**src/rtl/mste_pkg.sv**
```systemverilog
// ----------------------------------------------------------------------------
// mste_pkg
// Shared sizes, types and helpers of the max segment tree engine.
// ----------------------------------------------------------------------------
package mste_pkg;

    localparam int LEAVES     = 1024;
    localparam int VALUE_BITS = 16;
    localparam int IDX_BITS   = 10;
    localparam int NODES      = 2 * LEAVES;
    localparam int NODE_BITS  = $clog2(NODES);
    // Query bounds are half open, so the right bound can reach NODES itself.
    localparam int POS_BITS   = NODE_BITS + 1;

    typedef logic [VALUE_BITS-1:0] t_value;
    typedef logic [IDX_BITS-1:0]   t_idx;
    typedef logic [NODE_BITS-1:0]  t_node;
    typedef logic [POS_BITS-1:0]   t_pos;

    localparam logic CMD_UPDATE = 1'b0;
    localparam logic CMD_QUERY  = 1'b1;

    typedef enum logic [2:0] {
        ST_CLEAR,
        ST_IDLE,
        ST_UPD_RD,
        ST_UPD_LEAF,
        ST_UPD_NODE,
        ST_Q_INIT,
        ST_Q_STEP,
        ST_Q_DONE
    } t_state;

    typedef struct packed {
        logic load;
        logic clr;
        logic upd_rd;
        logic upd_leaf;
        logic upd_node;
        logic q_init;
        logic q_step;
        logic out_load;
    } t_dp_cmd;

    typedef struct packed {
        logic clr_last;
        logic at_top;
        logic loop_done;
        logic out_free;
    } t_dp_stat;

    function automatic t_value max_of(input t_value a, input t_value b);
        return (a > b) ? a : b;
    endfunction

endpackage

```
**src/rtl/mste_ctrl.sv**
```systemverilog
// ----------------------------------------------------------------------------
// mste_ctrl
// Sequencer of the engine: memory clear, update walk and query walk.
// ----------------------------------------------------------------------------
module mste_ctrl (
    input  logic               i_clk,
    input  logic               i_rst_n,
    input  logic               i_in_valid,
    input  logic               i_in_cmd,
    input  mste_pkg::t_dp_stat i_stat,
    output logic               o_in_ready,
    output mste_pkg::t_dp_cmd  o_dp_cmd
);
    import mste_pkg::*;

    t_state r_state;
    t_state n_state;

    always_ff @(posedge i_clk) begin
        if (!i_rst_n) begin
            r_state <= ST_CLEAR;
        end else begin
            r_state <= n_state;
        end
    end

    always_comb begin
        n_state = r_state;
        case (r_state)
            ST_CLEAR: begin
                if (i_stat.clr_last) n_state = ST_IDLE;
            end
            ST_IDLE: begin
                // A 10-bit leaf index always lies inside the table.
                if (i_in_valid) begin
                    n_state = (i_in_cmd == CMD_QUERY) ? ST_Q_INIT : ST_UPD_RD;
                end
            end
            ST_UPD_RD:   n_state = ST_UPD_LEAF;
            ST_UPD_LEAF: n_state = ST_UPD_NODE;
            ST_UPD_NODE: begin
                if (i_stat.at_top) n_state = ST_IDLE;
            end
            ST_Q_INIT:   n_state = ST_Q_STEP;
            ST_Q_STEP: begin
                if (i_stat.loop_done) n_state = ST_Q_DONE;
            end
            ST_Q_DONE: begin
                if (i_stat.out_free) n_state = ST_IDLE;
            end
            default:     n_state = ST_CLEAR;
        endcase
    end

    always_comb begin
        o_dp_cmd   = '0;
        o_in_ready = 1'b0;
        case (r_state)
            ST_CLEAR:    o_dp_cmd.clr = 1'b1;
            ST_IDLE: begin
                o_in_ready    = 1'b1;
                o_dp_cmd.load = i_in_valid;
            end
            ST_UPD_RD:   o_dp_cmd.upd_rd   = 1'b1;
            ST_UPD_LEAF: o_dp_cmd.upd_leaf = 1'b1;
            ST_UPD_NODE: o_dp_cmd.upd_node = 1'b1;
            ST_Q_INIT:   o_dp_cmd.q_init   = 1'b1;
            ST_Q_STEP:   o_dp_cmd.q_step   = 1'b1;
            ST_Q_DONE:   o_dp_cmd.out_load = i_stat.out_free;
            default:     o_dp_cmd = '0;
        endcase
    end

endmodule

```
**config.mk**
```make
export PLATFORM = sky130hd
export DESIGN_NAME = mste_ctrl
export DESIGN_NICKNAME = d
export VERILOG_FILES = /design/src/rtl/mste_pkg.sv /design/src/rtl/mste_ctrl.sv
export SDC_FILE = /design/constraint.sdc
export NUM_CORES = 1
export LEC_CHECK = 0
export BUFFER_PORTS_ARGS = -buffer_cell sky130_fd_sc_hd__buf_2
export CORE_AREA = 10 10 47 49
export DETAILED_ROUTE_END_ITERATION = 7
export DIE_AREA = 0 0 57 59
export GPL_TIMING_DRIVEN = 0
export SLEW_MARGIN = 15
export SYNTH_ARGS = -nofsm -noshare
export SYNTH_HDL_FRONTEND = slang
export SYNTH_SLANG_ARGS = --single-unit
```
**constraint.sdc**
```tcl
create_clock -name i_clk -period 4 [get_ports i_clk]
set_clock_uncertainty 0.2 [all_clocks]
set_input_delay 0 -clock i_clk [delete_from_list [all_inputs] [get_ports i_clk]]
set_output_delay 0 -clock i_clk [all_outputs]
set_load 0.01 [all_outputs]
```
==> out/results.txt <==
Max Fclk = 696 MHz
Nets = 67
Final count of pins violating max slew = 0
Critical path arrival = 1.40 ns
Drt initial violations = 4
Clock Latency Late Sink = 0.23 ns
Worst stage delay on the critical path = 0.36 ns
Worst setup path category = reg -> reg
Worst hold path startpoint = i_in_valid
DR top layer = met3
Root Buffer = clkbuf_4
Routed vias/inst = 4.39
Most flops, register = r_state
Final hold slack = 0.0173 ns
Max Cap Viol = 0
CP cell instances = or2_4, o22a_4, a21oi_2, mux2i_1
Buf/Inv on CP = 0
Regs by FF count = r_state (3)
Syn_nets = 44
FILL cells = 165
Buffers on Ports = 16
N_diodes = 0
Hold Crit Class = in -> reg
Final Cycle Share = 35.9%
Avg Inst Size Synth = 7.82 µm²
Critical-path top delay cell = dfxtp_1
Vert. Die Dim = 59 µm
R2r endpoint = r_state[2]$_SDFFE_PN0P_
Clock Sinks = 3
Rows = 14
RSZ-0062 raised after global routing = false
Crit Path Max Fanout = 6
Final RePlAce weighted congestion = 0.670
DR DRC count = 0
Synth area leaders = dfxtp_1, mux2i_1, o22a_4
DP Wirelength = 646 µm
First-pass GRT wire length = 1260 µm
Initial antenna violation count = 0
FF+latch count, synth = 3
Leak = 0.209 nW
Reg-to-Reg Start = r_state[1]$_SDFFE_PN0P_
CTS HTree Levels = 1
Crit. End Element = flop
Routed wl met2 = 349 µm
Met1 Wirelength = 343 µm
Routed wire length = 798 µm
FFs w/ async S/R, synth = 0%
Fin. Hold Viols = 0
VDD IR max = 0.158 mV
Rel. slew slack = 84.3%
Actual slew at the worst max-slew pin = 0.235 ns
Final setup viols = 0
Worst R2R Setup Slack = 2.56 ns
CTS tree = built
ANT nets after route = 0
Share of the synthesized area in the top cell type = 21.3%
IO Count = 17
CORE AREA = 1400 µm²
CTS Buf Count = 3
Total GRT Usage = 4.62%
GRT overflow = 0
DR WL met3 = 105 µm
Synth Flop Type = dfxtp_1
Syn Std Cell Area = 282 µm²
Post-Syn Instances = 36
Share of post-route cells with drive strength above 1 = 44.8%
WL/cell = 10.8 µm
Largest register FFs = 3
Crit path launch = r_state[1]$_SDFFE_PN0P_
Die area = 3360 µm²
Vias in the first global route = 305
Seq/Total Area, Yosys = 21.3%
DRT Pass-1 Iters = 2
Synthesis-to-finish area growth = 52.0%
Setup TNS = 0 ns
Critical path launch point type = flop
Critical Path Sink = r_state[2]$_SDFFE_PN0P_
CP delay by family, top = flip-flops
PD cells = 318 nW/µm²
Yosys cell types = 21
Yosys warnings = 0
Min cycle time layout = 1.44 ns
Largest net degree at the start of global routing = 11
Clock Tree Buf Depth = 2
Status = complete, no violations
Routed vias = 325
Die Wd = 57 µm
Leading area contributor after synthesis = dfxtp_1
Crit path depth = 4
CP Data Required Time = 3.96 ns
R2R depth = 4
Initial Util = 20.1%
Clock transition at path regs = 0.04 ns
Number of synthesized flops with an enable pin = 0
Setup Fix Bufs, Post-CTS = 0
## cells in the mapped netlist, drive strengths merged (2+ instances only)
cell and count:
nor2b 2, mux2i 2, dfxtp 3, nand2 3, a21oi 3, inv 3
and3 2, nor3 3, nor2 4, buf 2
## power breakdown
group          leakage [nW]  switching (mW)  internal [mW]
sequential           0.0246         0.00253         0.0328
combinational         0.170          0.0243         0.0236
clock                0.0150          0.0156         0.0374
## cell type report
type	count	area, µm²	area share (%)
Buffer	2	18.8	4.39
Clock buffer	4	26.3	6.14
Inverter	3	11.3	2.63
Multi-Input combinational cell	28	191	44.7
Sequential cell	3	60.1	14.0
Tap cell	16	20.0	4.68
Timing Repair Buffer	18	100	23.4
## how the worst min path moves through the flow
stage,endpoint,slack (ns),cells after the start
floorplan,o_dp_cmd[0],-0.10,2
global placement,r_state[0]$_SDFFE_PN0P_,0.07,2
detailed placement,r_state[0]$_SDFFE_PN0P_,0.08,2
CTS,r_state[2]$_SDFFE_PN0P_,0.02,4
global route,r_state[2]$_SDFFE_PN0P_,0.04,4
finish,r_state[2]$_SDFFE_PN0P_,0.02,4
## stage by stage
step	setup slack, ns	total power [mW]	std cells	util [%]	cell area (µm²)
final	2.56	0.136	74	30.5	428
after global routing	2.46	0.149	74	30.5	428
after CTS	2.54	0.140	74	30.5	428
after detailed placement	2.55	0.0827	68	27.2	382
after global placement	2.56	0.0827	68	27.2	382
after floorplan	2.63	0.0681	36	-	282
## layer usage
metal | track usage (%) | vias to the layer above
met5 | 0 | -
met4 | 1.01 | 0
met3 | 4.08 | 0
met2 | 6.82 | 12
met1 | 4.87 | 141
li1 | - | 172
## cell usage in the layout (no fill, tap or decap), drive strengths merged
master and n:
o221ai 1, a21oi 3, o22a 1, inv 3, a211oi 1, buf 18
or2 1, nor3 3, nand2 3, o21ai 1, nor2 4, dlygate4sd3 2
a21boi 1, mux2i 2, and2 1, nor2b 2, o2111ai 1, and3 2
a21o 1, clkbuf 4, dfxtp 3
## timing repair
action                                 in CTS  in global routing
hold buffers                                2                  0
gates resized for setup                     0                  0
endpoints found under the hold margin       3                  0
## worst reg2reg max path, stage by stage, from the launching register on
cell     delay [ns]
dfxtp_1        0.36
or2_4          0.28
o22a_4         0.22
a21oi_2        0.14
mux2i_1        0.18
## kinds of logic after synthesis
| kind of cell | Yosys count | synth area share, % |
|---|---|---|
| AND/OR/NAND/NOR | 16 | 28.9 |
| AO/OA/AOI/OAI | 10 | 32.0 |
| buffers and inverters | 5 | 10.7 |
| flip-flops | 3 | 21.3 |
| multiplexers | 2 | 7.11 |
No activity file was read; power rests on OpenSTA's default activity.
